===== config.mk =====
export PLATFORM = sky130hd
export DESIGN_NAME = mag_rotation_gated_soft_iron_scale_top
export DESIGN_NICKNAME = d
export VERILOG_FILES = /design/src/rtl/core/mrgsi_pkg.sv /design/src/rtl/core/mrgsi_gain_div.sv /design/src/rtl/core/mag_rotation_gated_soft_iron_scale_top.sv
export VERILOG_INCLUDE_DIRS = /design/src /design/src/rtl/core
export SDC_FILE = /design/constraint.sdc
export NUM_CORES = 2
export LEC_CHECK = 0
export BUFFER_PORTS_ARGS = -buffer_cell sky130_fd_sc_hd__buf_2
export CAP_MARGIN = 10
export CORE_MARGIN = 2
export CORE_UTILIZATION = 27
export DETAILED_ROUTE_END_ITERATION = 7
export GPL_ROUTABILITY_DRIVEN = 0
export HOLD_SLACK_MARGIN = 0.02
export SLEW_MARGIN = 0
export SYNTH_ARGS = -nofsm -noshare
export SYNTH_HDL_FRONTEND = slang
export SYNTH_SLANG_ARGS = --single-unit
export TNS_END_PERCENT = 20

===== constraint.sdc =====
create_clock -name clk -period 13.5 [get_ports clk]
set_input_delay 0 -clock clk [delete_from_list [all_inputs] [get_ports clk]]
set_output_delay 0 -clock clk [all_outputs]
set_load 0.01 [all_outputs]

===== src/rtl/core/mag_rotation_gated_soft_iron_scale_top_assert.svh =====
// Assertion macros shared by the calibration core and its gain divider.
// Both expect a clock named clk and an active-low reset named rst_n in scope.
`ifndef MAG_ROTATION_GATED_SOFT_IRON_SCALE_TOP_ASSERT_SVH
`define MAG_ROTATION_GATED_SOFT_IRON_SCALE_TOP_ASSERT_SVH

// Consequent checked in the same cycle as the antecedent.
`define MRGSI_ASSERT_NOW(label, ante, cons, msg) \
    label: assert property (@(posedge clk) disable iff (!rst_n) (ante) |-> (cons)) \
        else $error(msg);

// Consequent checked in the cycle after the antecedent.
`define MRGSI_ASSERT_NEXT(label, ante, cons, msg) \
    label: assert property (@(posedge clk) disable iff (!rst_n) (ante) |=> (cons)) \
        else $error(msg);

`endif


===== src/rtl/core/mrgsi_pkg.sv =====
package mrgsi_pkg;

    // Field and datapath widths
    localparam int FIELD_W = 16;
    localparam int SCALE_W = 15;
    localparam int SPAN_W  = FIELD_W + 1;
    localparam int TOTAL_W = SPAN_W + 2;
    localparam int AXES    = 3;

    // Command codes
    localparam logic CMD_SAMPLE  = 1'b0;
    localparam logic CMD_RESTART = 1'b1;

    // Axis index of the last axis
    localparam logic [1:0] LAST_AXIS = 2'd2;

    // Calibration state reset values
    localparam logic signed [FIELD_W-1:0] PREV_RESET     = 16'sd0;
    localparam logic signed [FIELD_W-1:0] AXIS_MIN_RESET = 16'sh7FFF;
    localparam logic signed [FIELD_W-1:0] AXIS_MAX_RESET = 16'sh8000;

    // Gain format: Q3.12, unity and saturation limit
    localparam logic [SCALE_W-1:0] UNITY_GAIN = 15'd4096;
    localparam logic [SCALE_W-1:0] GAIN_LIMIT = 15'd32767;
    localparam logic [SCALE_W-1:0] GAIN_ZERO  = 15'd0;
    localparam int                 GAIN_FRAC  = 12;

    // Rotation gate: 10000 * D > 49 * S
    localparam int               GATE_D_W      = 14;
    localparam int               GATE_S_W      = 6;
    localparam logic [GATE_D_W-1:0] GATE_D_WEIGHT = 14'd10000;
    localparam logic [GATE_S_W-1:0] GATE_S_WEIGHT = 6'd49;

    // Serial step counts (one bit per cycle)
    localparam int SQUARE_STEPS = FIELD_W;
    localparam int MUL_STEPS    = GATE_D_W;
    localparam int DIV_STEPS    = SCALE_W + 1;

    // Input and output transactions
    typedef struct packed {
        logic                      command;
        logic signed [FIELD_W-1:0] field_x;
        logic signed [FIELD_W-1:0] field_y;
        logic signed [FIELD_W-1:0] field_z;
    } sample_t;

    typedef struct packed {
        logic               accepted;
        logic [SCALE_W-1:0] scale_x;
        logic [SCALE_W-1:0] scale_y;
        logic [SCALE_W-1:0] scale_z;
    } result_t;

    // Gain divider request and response
    typedef struct packed {
        logic               start;
        logic [SPAN_W-1:0]  span;   // two's complement
        logic [TOTAL_W-1:0] total;  // two's complement
    } div_req_t;

    typedef struct packed {
        logic               done;
        logic [SCALE_W-1:0] gain;
    } div_rsp_t;

endpackage


===== src/rtl/core/mrgsi_gain_div.sv =====
`include "mag_rotation_gated_soft_iron_scale_top_assert.svh"

// Soft-iron gain of one axis: round-half-even(4096 * total / (3 * span)),
// saturated, by restoring division one quotient bit per cycle.
module mrgsi_gain_div
    import mrgsi_pkg::*;
(
    input  logic     clk,
    input  logic     rst_n,
    input  div_req_t req,
    output div_rsp_t rsp
);

    localparam int DEN_W = FIELD_W + 2;
    localparam int NUM_W = TOTAL_W - 1 + GAIN_FRAC;
    localparam int SH_W  = DEN_W + DIV_STEPS - 1;
    localparam int CNT_W = $clog2(DIV_STEPS);

    typedef enum logic [1:0] {DV_IDLE, DV_STEP, DV_ROUND, DV_DONE} dv_state_t;

    dv_state_t          state_reg;
    logic [NUM_W-1:0]   rem_reg;
    logic [DEN_W-1:0]   den_reg;
    logic [SH_W-1:0]    den_sh_reg;
    logic [DIV_STEPS-1:0] q_reg;
    logic [CNT_W-1:0]   cnt_reg;
    logic [SCALE_W-1:0] gain_reg;

    logic               span_low;
    logic [DEN_W-1:0]   den3;
    logic               ge;
    logic [DEN_W:0]     two_r;
    logic               round_up;
    logic [DIV_STEPS:0] q_up;
    logic               sat;

    // Span below one means the axis has no range yet
    assign span_low = req.span[SPAN_W-1] || (req.span == '0);
    assign den3     = {2'b00, req.span[FIELD_W-1:0]} + {1'b0, req.span[FIELD_W-1:0], 1'b0};

    // Restoring step compare
    assign ge = {{(SH_W-NUM_W){1'b0}}, rem_reg} >= den_sh_reg;

    // Round half to even on the final remainder
    assign two_r    = {rem_reg[DEN_W-1:0], 1'b0};
    assign round_up = (two_r > {1'b0, den_reg}) || ((two_r == {1'b0, den_reg}) && q_reg[0]);
    assign q_up     = {1'b0, q_reg} + {{DIV_STEPS{1'b0}}, round_up};
    assign sat      = q_reg[DIV_STEPS-1] || q_up[DIV_STEPS-1] || q_up[DIV_STEPS];

    // Sequencer
    always_ff @(posedge clk or negedge rst_n)
    begin
        if (!rst_n)
        begin
            state_reg  <= DV_IDLE;
            rem_reg    <= '0;
            den_reg    <= '0;
            den_sh_reg <= '0;
            q_reg      <= '0;
            cnt_reg    <= '0;
            gain_reg   <= UNITY_GAIN;
        end
        else
        begin
            case (state_reg)
                DV_IDLE:
                begin
                    if (req.start)
                    begin
                        if (span_low)
                        begin
                            gain_reg  <= UNITY_GAIN;
                            state_reg <= DV_DONE;
                        end
                        else if (req.total[TOTAL_W-1])
                        begin
                            gain_reg  <= GAIN_ZERO;
                            state_reg <= DV_DONE;
                        end
                        else
                        begin
                            rem_reg    <= {req.total[TOTAL_W-2:0], {GAIN_FRAC{1'b0}}};
                            den_reg    <= den3;
                            den_sh_reg <= {den3, {(DIV_STEPS-1){1'b0}}};
                            q_reg      <= '0;
                            cnt_reg    <= '0;
                            state_reg  <= DV_STEP;
                        end
                    end
                end
                DV_STEP:
                begin
                    if (ge)
                    begin
                        rem_reg <= rem_reg - den_sh_reg[NUM_W-1:0];
                    end
                    q_reg      <= {q_reg[DIV_STEPS-2:0], ge};
                    den_sh_reg <= den_sh_reg >> 1;
                    cnt_reg    <= cnt_reg + 1'b1;
                    if (cnt_reg == CNT_W'(DIV_STEPS - 1))
                    begin
                        state_reg <= DV_ROUND;
                    end
                end
                DV_ROUND:
                begin
                    gain_reg  <= sat ? GAIN_LIMIT : q_up[SCALE_W-1:0];
                    state_reg <= DV_DONE;
                end
                DV_DONE:
                begin
                    state_reg <= DV_IDLE;
                end
                default:
                begin
                    state_reg <= DV_IDLE;
                end
            endcase
        end
    end

    assign rsp.done = (state_reg == DV_DONE);
    assign rsp.gain = gain_reg;

    `MRGSI_ASSERT_NOW(a_start_only_idle, req.start, state_reg == DV_IDLE, "divider started while busy")
    `MRGSI_ASSERT_NEXT(a_done_single, rsp.done, !rsp.done, "divider done held past one cycle")
    `MRGSI_ASSERT_NOW(a_first_step_after_start, (state_reg == DV_STEP) && (cnt_reg == '0), $past(req.start), "division began without a start")

endmodule


===== src/rtl/core/mag_rotation_gated_soft_iron_scale_top.sv =====
// Rotation-gated min/max soft-iron calibration for a three-axis magnetometer.
// A sample (command 0) is recorded only when it has turned far enough from the
// last recorded point: 10000*sum(n-p)^2 > 49*sum(n+p)^2 with a nonzero right
// side, computed exactly. A recorded sample widens the per-axis min/max and
// becomes the new reference point. A restart (command 1) clears min, max and
// the reference point. Every transaction returns one result: the accepted
// flag and three Q3.12 gains, round-half-even(4096*total_span/(3*span)),
// saturated to 32767, or 4096 for an axis with no positive span. The squares
// and gate products are formed by bit-serial shift-add, one bit per cycle, and
// the gains by a shared restoring divider, one quotient bit per cycle, run
// three times. After a sample is taken the input stays stalled through the
// squares, the gate products, the gate, the three gains and the output load,
// so no new sample is taken before the last one is through; a restart stalls
// it through the three gains and the output load. Axes without a positive
// span skip the division. A new transaction is taken while the last result
// still waits in the output register; the output load waits while a stalled
// result still occupies it.
`include "mag_rotation_gated_soft_iron_scale_top_assert.svh"

module mag_rotation_gated_soft_iron_scale_top
    import mrgsi_pkg::*;
(
    input  logic    clk,
    input  logic    rst_n,
    input  logic    sample_valid,
    output logic    sample_stall,
    input  sample_t sample,
    output logic    result_valid,
    input  logic    result_stall,
    output result_t result
);

    localparam int SQ_W   = 2 * FIELD_W;
    localparam int ACC_W  = SQ_W + 2;
    localparam int P_W    = ACC_W + GATE_D_W;
    localparam int Q_W    = ACC_W + GATE_S_W;
    localparam int STEP_W = $clog2(SQUARE_STEPS > MUL_STEPS ? SQUARE_STEPS : MUL_STEPS);

    typedef enum logic [3:0] {
        ST_IDLE,
        ST_SQ_LOAD,
        ST_SQ_STEP,
        ST_MUL_LOAD,
        ST_MUL_STEP,
        ST_GATE,
        ST_DIV_LAUNCH,
        ST_DIV_WAIT,
        ST_FINISH
    } state_t;

    state_t                    state_reg;
    sample_t                   sample_reg;
    logic [1:0]                axis_reg;
    logic [STEP_W-1:0]         step_reg;
    logic signed [FIELD_W-1:0] prev_reg [AXES];
    logic signed [FIELD_W-1:0] min_reg  [AXES];
    logic signed [FIELD_W-1:0] max_reg  [AXES];
    logic [FIELD_W-1:0]        dmag_reg;
    logic [FIELD_W-1:0]        smag_reg;
    logic [SQ_W-1:0]           dmc_reg;
    logic [SQ_W-1:0]           smc_reg;
    logic [ACC_W-1:0]          d_acc_reg;
    logic [ACC_W-1:0]          s_acc_reg;
    logic [P_W-1:0]            d_sh_reg;
    logic [Q_W-1:0]            s_sh_reg;
    logic [P_W-1:0]            p_acc_reg;
    logic [Q_W-1:0]            q_acc_reg;
    logic [GATE_D_W-1:0]       kd_reg;
    logic [GATE_S_W-1:0]       ks_reg;
    logic                      accepted_reg;
    logic [SCALE_W-1:0]        scale_reg [AXES];
    logic                      result_valid_reg;
    result_t                   result_reg;

    logic signed [FIELD_W-1:0] smp [AXES];
    logic signed [FIELD_W-1:0] field_sel;
    logic signed [FIELD_W-1:0] prev_sel;
    logic [SPAN_W-1:0]         diff;
    logic [SPAN_W-1:0]         sum;
    logic [SPAN_W-1:0]         diff_abs;
    logic [SPAN_W-1:0]         sum_abs;
    logic [SPAN_W-1:0]         span [AXES];
    logic [TOTAL_W-1:0]        total;
    logic                      gate_ok;
    div_req_t                  div_req;
    div_rsp_t                  div_rsp;

    // Sample fields as an axis-indexed array
    assign smp[0] = sample_reg.field_x;
    assign smp[1] = sample_reg.field_y;
    assign smp[2] = sample_reg.field_z;

    // Difference and sum against the reference point for the current axis
    assign field_sel = smp[axis_reg];
    assign prev_sel  = prev_reg[axis_reg];
    assign diff      = {field_sel[FIELD_W-1], field_sel} - {prev_sel[FIELD_W-1], prev_sel};
    assign sum       = {field_sel[FIELD_W-1], field_sel} + {prev_sel[FIELD_W-1], prev_sel};
    assign diff_abs  = diff[SPAN_W-1] ? (~diff + 1'b1) : diff;
    assign sum_abs   = sum[SPAN_W-1] ? (~sum + 1'b1) : sum;

    // Spans and their sum from the stored extremes
    always_comb
    begin
        total = '0;
        for (int i = 0; i < AXES; i++)
        begin
            span[i] = {max_reg[i][FIELD_W-1], max_reg[i]} - {min_reg[i][FIELD_W-1], min_reg[i]};
            total   = total + {{(TOTAL_W-SPAN_W){span[i][SPAN_W-1]}}, span[i]};
        end
    end

    // Rotation gate decision
    assign gate_ok = (s_acc_reg != '0) && (p_acc_reg > {{(P_W-Q_W){1'b0}}, q_acc_reg});

    // Gain divider, shared by the three axes
    assign div_req.start = (state_reg == ST_DIV_LAUNCH);
    assign div_req.span  = span[axis_reg];
    assign div_req.total = total;

    mrgsi_gain_div u_gain_div (
        .clk   (clk),
        .rst_n (rst_n),
        .req   (div_req),
        .rsp   (div_rsp)
    );

    // Sequencer, calibration state and output register
    always_ff @(posedge clk or negedge rst_n)
    begin
        if (!rst_n)
        begin
            state_reg        <= ST_IDLE;
            sample_reg       <= '0;
            axis_reg         <= '0;
            step_reg         <= '0;
            dmag_reg         <= '0;
            smag_reg         <= '0;
            dmc_reg          <= '0;
            smc_reg          <= '0;
            d_acc_reg        <= '0;
            s_acc_reg        <= '0;
            d_sh_reg         <= '0;
            s_sh_reg         <= '0;
            p_acc_reg        <= '0;
            q_acc_reg        <= '0;
            kd_reg           <= '0;
            ks_reg           <= '0;
            accepted_reg     <= 1'b0;
            result_valid_reg <= 1'b0;
            result_reg       <= '0;
            for (int i = 0; i < AXES; i++)
            begin
                prev_reg[i]  <= PREV_RESET;
                min_reg[i]   <= AXIS_MIN_RESET;
                max_reg[i]   <= AXIS_MAX_RESET;
                scale_reg[i] <= UNITY_GAIN;
            end
        end
        else
        begin
            // Output register drains independently of the sequencer;
            // the finish state handles the valid flag itself
            if (result_valid_reg && !result_stall && (state_reg != ST_FINISH))
            begin
                result_valid_reg <= 1'b0;
            end

            case (state_reg)
                ST_IDLE:
                begin
                    if (sample_valid)
                    begin
                        sample_reg <= sample;
                        axis_reg   <= '0;
                        d_acc_reg  <= '0;
                        s_acc_reg  <= '0;
                        if (sample.command == CMD_RESTART)
                        begin
                            accepted_reg <= 1'b0;
                            for (int i = 0; i < AXES; i++)
                            begin
                                prev_reg[i] <= PREV_RESET;
                                min_reg[i]  <= AXIS_MIN_RESET;
                                max_reg[i]  <= AXIS_MAX_RESET;
                            end
                            state_reg <= ST_DIV_LAUNCH;
                        end
                        else
                        begin
                            state_reg <= ST_SQ_LOAD;
                        end
                    end
                end
                ST_SQ_LOAD:
                begin
                    dmag_reg  <= diff_abs[FIELD_W-1:0];
                    smag_reg  <= sum_abs[FIELD_W-1:0];
                    dmc_reg   <= {{FIELD_W{1'b0}}, diff_abs[FIELD_W-1:0]};
                    smc_reg   <= {{FIELD_W{1'b0}}, sum_abs[FIELD_W-1:0]};
                    // Sum magnitude 65536 (both at full negative scale) does not
                    // fit the serial operand, so its square goes in directly
                    if (sum_abs[FIELD_W])
                    begin
                        s_acc_reg <= s_acc_reg + {2'b01, {SQ_W{1'b0}}};
                    end
                    step_reg  <= '0;
                    state_reg <= ST_SQ_STEP;
                end
                ST_SQ_STEP:
                begin
                    // One multiplier bit per cycle for both squares
                    if (dmag_reg[0])
                    begin
                        d_acc_reg <= d_acc_reg + {2'b00, dmc_reg};
                    end
                    if (smag_reg[0])
                    begin
                        s_acc_reg <= s_acc_reg + {2'b00, smc_reg};
                    end
                    dmag_reg <= dmag_reg >> 1;
                    smag_reg <= smag_reg >> 1;
                    dmc_reg  <= dmc_reg << 1;
                    smc_reg  <= smc_reg << 1;
                    step_reg <= step_reg + 1'b1;
                    if (step_reg == STEP_W'(SQUARE_STEPS - 1))
                    begin
                        if (axis_reg == LAST_AXIS)
                        begin
                            state_reg <= ST_MUL_LOAD;
                        end
                        else
                        begin
                            axis_reg  <= axis_reg + 1'b1;
                            state_reg <= ST_SQ_LOAD;
                        end
                    end
                end
                ST_MUL_LOAD:
                begin
                    d_sh_reg  <= {{(P_W-ACC_W){1'b0}}, d_acc_reg};
                    s_sh_reg  <= {{(Q_W-ACC_W){1'b0}}, s_acc_reg};
                    p_acc_reg <= '0;
                    q_acc_reg <= '0;
                    kd_reg    <= GATE_D_WEIGHT;
                    ks_reg    <= GATE_S_WEIGHT;
                    step_reg  <= '0;
                    state_reg <= ST_MUL_STEP;
                end
                ST_MUL_STEP:
                begin
                    // Constant weights applied one bit per cycle
                    if (kd_reg[0])
                    begin
                        p_acc_reg <= p_acc_reg + d_sh_reg;
                    end
                    if (ks_reg[0])
                    begin
                        q_acc_reg <= q_acc_reg + s_sh_reg;
                    end
                    kd_reg   <= kd_reg >> 1;
                    ks_reg   <= ks_reg >> 1;
                    d_sh_reg <= d_sh_reg << 1;
                    s_sh_reg <= s_sh_reg << 1;
                    step_reg <= step_reg + 1'b1;
                    if (step_reg == STEP_W'(MUL_STEPS - 1))
                    begin
                        state_reg <= ST_GATE;
                    end
                end
                ST_GATE:
                begin
                    accepted_reg <= gate_ok;
                    if (gate_ok)
                    begin
                        for (int i = 0; i < AXES; i++)
                        begin
                            if (smp[i] < min_reg[i])
                            begin
                                min_reg[i] <= smp[i];
                            end
                            if (smp[i] > max_reg[i])
                            begin
                                max_reg[i] <= smp[i];
                            end
                            prev_reg[i] <= smp[i];
                        end
                    end
                    axis_reg  <= '0;
                    state_reg <= ST_DIV_LAUNCH;
                end
                ST_DIV_LAUNCH:
                begin
                    state_reg <= ST_DIV_WAIT;
                end
                ST_DIV_WAIT:
                begin
                    if (div_rsp.done)
                    begin
                        scale_reg[axis_reg] <= div_rsp.gain;
                        if (axis_reg == LAST_AXIS)
                        begin
                            state_reg <= ST_FINISH;
                        end
                        else
                        begin
                            axis_reg  <= axis_reg + 1'b1;
                            state_reg <= ST_DIV_LAUNCH;
                        end
                    end
                end
                ST_FINISH:
                begin
                    // Load the output register once it is free
                    if (!result_valid_reg || !result_stall)
                    begin
                        result_reg.accepted <= accepted_reg;
                        result_reg.scale_x  <= scale_reg[0];
                        result_reg.scale_y  <= scale_reg[1];
                        result_reg.scale_z  <= scale_reg[2];
                        result_valid_reg    <= 1'b1;
                        state_reg           <= ST_IDLE;
                    end
                end
                default:
                begin
                    state_reg <= ST_IDLE;
                end
            endcase
        end
    end

    assign sample_stall = (state_reg != ST_IDLE);
    assign result_valid = result_valid_reg;
    assign result       = result_reg;

    `MRGSI_ASSERT_NOW(a_axes_agree, 1'b1, ((min_reg[0] <= max_reg[0]) == (min_reg[1] <= max_reg[1])) && ((min_reg[1] <= max_reg[1]) == (min_reg[2] <= max_reg[2])), "axes disagree on calibration state")
    `MRGSI_ASSERT_NEXT(a_busy_after_accept, sample_valid && !sample_stall, sample_stall, "block idle right after a transaction")
    `MRGSI_ASSERT_NOW(a_result_from_finish, $rose(result_valid_reg), $past(state_reg == ST_FINISH), "result loaded outside finish")

endmodule

After elaboration in Yosys (flattened, before gate mapping)
Cells that the tools add are included.
{"block": "totals", "input_bits": 53, "register_bits": 773, "output_inout_bits": 48}
{"block": "op_classes", "n_reduce_logical": 50, "order_cmp": 11, "n_addsub": 20, "n_eq_ne": 41, "bitwise": 5, "mux": 98}
{"cell": "48-bit two-way mux", "count": 10}
{"cell": "48-bit case mux with 2 select lines", "count": 5}
{"cell": "16-bit two-way mux", "count": 14}
{"cell": "40-bit case mux with 2 select lines", "count": 2}
{"cell": "34-bit two-way mux", "count": 4}
{"cell": "32-bit case mux with 2 select lines", "count": 2}
{"cell": "30-bit two-way mux", "count": 4}
{"cell": "34-bit case mux with 3 select lines", "count": 1}
{"cell": "33-bit two-way mux", "count": 3}
{"cell": "16-bit case mux with 2 select lines", "count": 3}
{"cell": "15-bit two-way mux", "count": 5}
{"cell": "34-bit by 32-bit adder with 34-bit output", "count": 2}
{"cell": "34-bit case mux with 2 select lines", "count": 1}
{"cell": "16-bit by 16-bit subtractor with 17-bit output", "count": 4}
{"cell": "33-bit case mux with 2 select lines", "count": 1}
{"cell": "16-bit binary-select mux with 2-bit select", "count": 2}
{"cell": "30-bit case mux with 2 select lines", "count": 1}
{"cell": "17-bit two-way mux", "count": 3}
{"cell": "48-bit adder", "count": 1}
{"cell": "16-bit > comparator", "count": 3}
{"cell": "48-bit by 40-bit > comparator with 1-bit output", "count": 1}
{"cell": "16-bit < comparator", "count": 3}
{"cell": "45-bit bitwise mux", "count": 1}
{"cell": "2-bit inequality test (second input constant)", "count": 21}
{"cell": "59 further kinds", "count": 128}

Longest topological paths before layout
{"block": "logic_depth", "depth_word": 10, "depth_mapped": 27, "mapped_depth_nobuf": 25}

Cells and area by module
A second synthesis with hierarchy kept.
{"block": "hier_totals", "hier_cells": 5659, "area_unflattened_um2": 51479.4}
{"mod": "mag_rotation_gated_soft_iron_scale_top", "area_each_um2": 43321.5, "cells_each": 4720, "n_inst": 1}
{"mod": "mrgsi_gain_div", "area_each_um2": 8157.8, "cells_each": 939, "n_inst": 1}

Worst setup path after synthesis
No wires, ideal clock.
{"block": "synth_path", "path_kind": "register -> register", "startpoint": "register min_reg[16] (netlist bit)", "endpoint": "register u_gain_div.q_reg[0]", "setup_ps": 118, "required_time_ps": 13382, "t_arrival_ps": 5239, "setup_slack_ps": 8143, "stages_incl_launch_ff": 25, "path_cell_list": "dfstp_2 > ha_1 > inv_1 > fa_1 > a21o_1 > a21oi_1 > o21ai_0 > a31oi_1 > nor2b_1 > nor2_1 > o21bai_1 > a21oi_1 > xnor2_1 > fa_1 > ha_1 > and3_1 > a31oi_1 > o211ai_1 > a41oi_1 > a221oi_1 > a21oi_1 > clkbuf_1 > clkbuf_1 > nor2_1 > a21o_1"}
{"block": "synth_between", "elab_chain_len": 8}
{"element": "from (decl)", "line_no": "mag_rotation_gated_soft_iron_scale_top.sv:56", "source": "logic signed [FIELD_W-1:0] min_reg [AXES];"}
{"element": "from (signal, indexed assignment)", "line_no": "mag_rotation_gated_soft_iron_scale_top.sv:279", "source": "min_reg[i] <= smp[i];"}
{"element": "16-bit by 16-bit subtractor with 17-bit output (*)", "line_no": "mag_rotation_gated_soft_iron_scale_top.sv:107", "source": "span[i] = {max_reg[i][FIELD_W-1], max_reg[i]} - {min_reg[i][FIELD_W-1], min_reg[i]};"}
{"element": "parallel branches: the longest is 6 deep, another holds 18-bit by 17-bit adder with 19-bit output"}
{"element": "4-bit AND reduction (no line) (*)"}
{"element": "to (signal assigned)", "line_no": "mrgsi_gain_div.sv:97", "source": "q_reg <= {q_reg[DIV_STEPS-2:0], ge};"}
{"element": "to (decl)", "line_no": "mrgsi_gain_div.sv:25", "source": "logic [DIV_STEPS-1:0] q_reg;"}
Mark *: on every way between the ends. The select of a mux whose other input is x is not followed.
A chain may end at the register's enable or synchronous reset.

Worst setup path in the final report
{"block": "layout_path", "startpoint": "register min_reg[16] (netlist bit)", "endpoint": "register u_gain_div.rem_reg[20]"}
{"block": "layout_between", "elab_chain_len": 8}
{"element": "16-bit by 16-bit subtractor with 17-bit output (*)", "line_no": "mag_rotation_gated_soft_iron_scale_top.sv:107"}
{"element": "parallel branches: the longest is 7 deep, another holds 18-bit by 17-bit adder with 19-bit output"}
{"element": "to (signal assigned)", "line_no": "mrgsi_gain_div.sv:82", "source": "rem_reg <= {req.total[TOTAL_W-2:0], {GAIN_FRAC{1'b0}}};"}
{"element": "to (signal assigned)", "line_no": "mrgsi_gain_div.sv:95", "source": "rem_reg <= rem_reg - den_sh_reg[NUM_W-1:0];"}
{"element": "to (decl)", "line_no": "mrgsi_gain_div.sv:22", "source": "logic [NUM_W-1:0] rem_reg;"}
Marked as above.

==> qor.yml <==
grt_pass1_wl_mm: 223
crit_chain: "ha_1 > inv_1 > fa_1 > a21o_1 > a21oi_1 > o21ai_0 > a31oi_1 > nor2b_1 > nor2_1 > o21bai_1 > a21oi_1 > xnor2_1 > fa_1 > ha_1 > nor2b_1 > a31oi_1 > o211ai_1 > a41oi_1 > a221oi_1 > nand2_1 > a22oi_2 > buf_4 > mux2_2"
ys_types: 91
rr_worst_depth: 23
cp_data_arrival_time_ns: 7.72
worstSetupPathType: "reg2reg"
drc: 0
grt_start_max_net_pins: 147
syn-mean-instance-area_sq_um: 9.12
yosysSeqAreaShare_pct: 38.2
fin_area_sq_um: 57900
crit_path_max_fanout: 56
yosysTopAreaCellShare_pct: 35.5
slew_headroom_pct: 20.9
synthArstFlopShare_pct: 100
track_usage_pct: 14.3
ant_nets: 0
synth_top_cell_by_area: "dfrtp_1"
setup-tns-final_ns: 0
clock_skew_ns: 0.0353
crit_path_start: "min_reg[16]"
holdPathStages: 4
htree_num_levels: 3
tightest_slew_ns: 1.19
synth_ff_type: "dfrtp_1"
regToRegSetupSlack_ns: 6.36
cts_tree: "yes"
fmax_ghz: 0.140
layout_common_cells: "dfrtp_1, nand2_1, ha_1"
required_ns: 14.09
ir_drop_mv: 0.158
min_to: "sample_reg[6]"
syn2layout_area_growth_pct: 14.2
hpwlAfterDp_mm: 101
worst_r2r_endpoint: "u_gain_div.rem_reg[20]"
drt_iter0_drc: 2766
placedCellCount: 7964
drive_gt1_share_pct: 10.7
path_clk_slew_ns: 0.06
syn-cell-area_sq_um: 50700
syn_nets: 6109
vias: 41000
dieHeight_microns: 437
placed_cell_area_sq_um: 53900
critPathTopFamily: "compound AO/OA/AOI/OAI gates"
crit_slowest_cell: "a221oi_1"
fin_crit_sh_pct: 52.9
p_per_area_nw_per_um2: 261
hold_start: "sample[6]"
row_count: 159
rsz0062_at_grt: "no"
antenna_found_initial: 0
drt-vias-per-instance: 4.99
io_pins: 101
first_pass_iters: 6
initial_utilization_pct: 27.1
n_antenna_cell: 0
totalWireLength_mm: 139
cp_slowest_stage_delay_ns: 0.63
r2r-start: "min_reg[16]"
clock_path_buffers: 3
grt_pass1_vias: 40300
portBuffers: 100
setup_violations: 0
avgRoutedWirePerCell_microns: 16.9
dieWidth_microns: 437
post_cts_resized: 0
drv_slew: 0
layout_commonest_cell: "dfrtp_1"
cap_violations: 0
status: "finished, final reports clean"
min_path_type: "in2reg"
die_area_sq_um: 191000
worstSetupStartpointType: "register"
yosysWarnings: 0
synth_cells: 5559
fin_cells: 8214
fin_crit_ns: 7.14
hold_viol: 0
clock_latency_ns: 0.72
cp-end-kind: "register"
ys_seq_elements: 772
synth-edff-count: 0
cp.buffers_inverters: 2
nets: 6199
synth_area_leaders: "dfrtp_1, ha_1, nand2_1"
numCtsBuffers: 89
core_sq_um: 187000
fillerInstances: 19300
grt-ovfl-total: 0
cts.sinks: 772
p_leak_nw: 28.0
cts-root-buf: "clkbuf_16"
worst max path at each step:
stage | endpoint | cells after the start
after floorplan | u_gain_div.q_reg[0] | 24
after global placement | u_gain_div.rem_reg[20] | 23
after detailed placement | u_gain_div.rem_reg[20] | 23
after CTS | u_gain_div.rem_reg[20] | 23
after global routing | u_gain_div.rem_reg[20] | 23
final | u_gain_div.rem_reg[20] | 23
layout make-up:
| class | count | area [sq um] | share of cell area [%] |
|---|---|---|---|
| Inverter | 344 | 1290 | 2.23 |
| Tap cell | 2495 | 3120 | 5.39 |
| Timing Repair Buffer | 234 | 1760 | 3.04 |
| Sequential cell | 772 | 19400 | 33.5 |
| Multi-Input combinational cell | 4208 | 29300 | 50.5 |
| Clock inverter | 40 | 543 | 0.938 |
| Clock buffer | 121 | 2530 | 4.37 |
routing by layer:
metal / vias to the layer above / global-route usage (%) / share of wire (%)
li1: 19900 / - / -
met1: 20100 / 19.5 / 47
met2: 762 / 23.6 / 47
met3: 203 / 1.86 / 3.7
met4: 0 / 3.84 / 2.5
met5: - / 0 / 0
synthesized netlist by cell type (79+ instances only):
library cell / n
dfrtp_1: 720
clkbuf_1: 189
a22o_1: 79
xor2_1: 108
nand2_1: 679
o21ai_0: 423
a21o_1: 153
ha_1: 468
nand3_1: 149
a21oi_1: 393
mux2_2: 201
xnor2_1: 173
nor2_1: 361
inv_1: 343
and3_1: 85
mux2i_1: 107
where the power goes:
group / switching (mW) / total, mW / leakage (nW) / internal [mW]
logic: 5.32 / 8.72 / 16.4 / 3.41
clock network: 1.06 / 2.56 / 1.51 / 1.50
registers: 0.778 / 3.83 / 10.1 / 3.05
total: 7.16 / 15.1 / 28.0 / 7.95
per-stage QoR:
stage	power [mW]	hold slack, ns	utilization (%)	worst slack [ns]
floorplan	10.0	-0.296	-	8.14
global placement	12.3	0.181	28.8	6.58
detailed placement	12.5	0.186	28.8	6.51
CTS	15.2	0.0217	30.9	6.47
global route	16.4	0.0817	30.9	5.78
finish	15.1	0.0648	30.9	6.36
cell families after synthesis:
kind of cell | Yosys count | synth area share (%)
AOI/OAI and AO/OA | 1503 | 18.8
xor gates and xnor gates | 281 | 4.85
adders and majority gates | 497 | 12.7
buffers and inverters | 579 | 4.33
DFF | 772 | 38.2
muxes | 308 | 6.58
and+or+nand+nor | 1619 | 14.6
worst reg2reg max path: stages (launching register included):
cell and delay, ns:
dfstp_2 0.54, ha_1 0.19, inv_1 0.06, fa_1 0.40, a21o_1 0.20, a21oi_1 0.27, o21ai_0 0.12, a31oi_1 0.20
nor2b_1 0.07, nor2_1 0.16, o21bai_1 0.08, a21oi_1 0.18, xnor2_1 0.24, fa_1 0.49, ha_1 0.33, nor2b_1 0.24
a31oi_1 0.12, o211ai_1 0.39, a41oi_1 0.22, a221oi_1 0.63, nand2_1 0.58, a22oi_2 0.35, buf_4 0.51, mux2_2 0.43
what timing repair did:
item	4_1_cts	5_1_grt
hold buffers	89	0
buffers inserted	0	0
endpoints found under the hold margin	166	0
(Power assumes the default switching activity.)
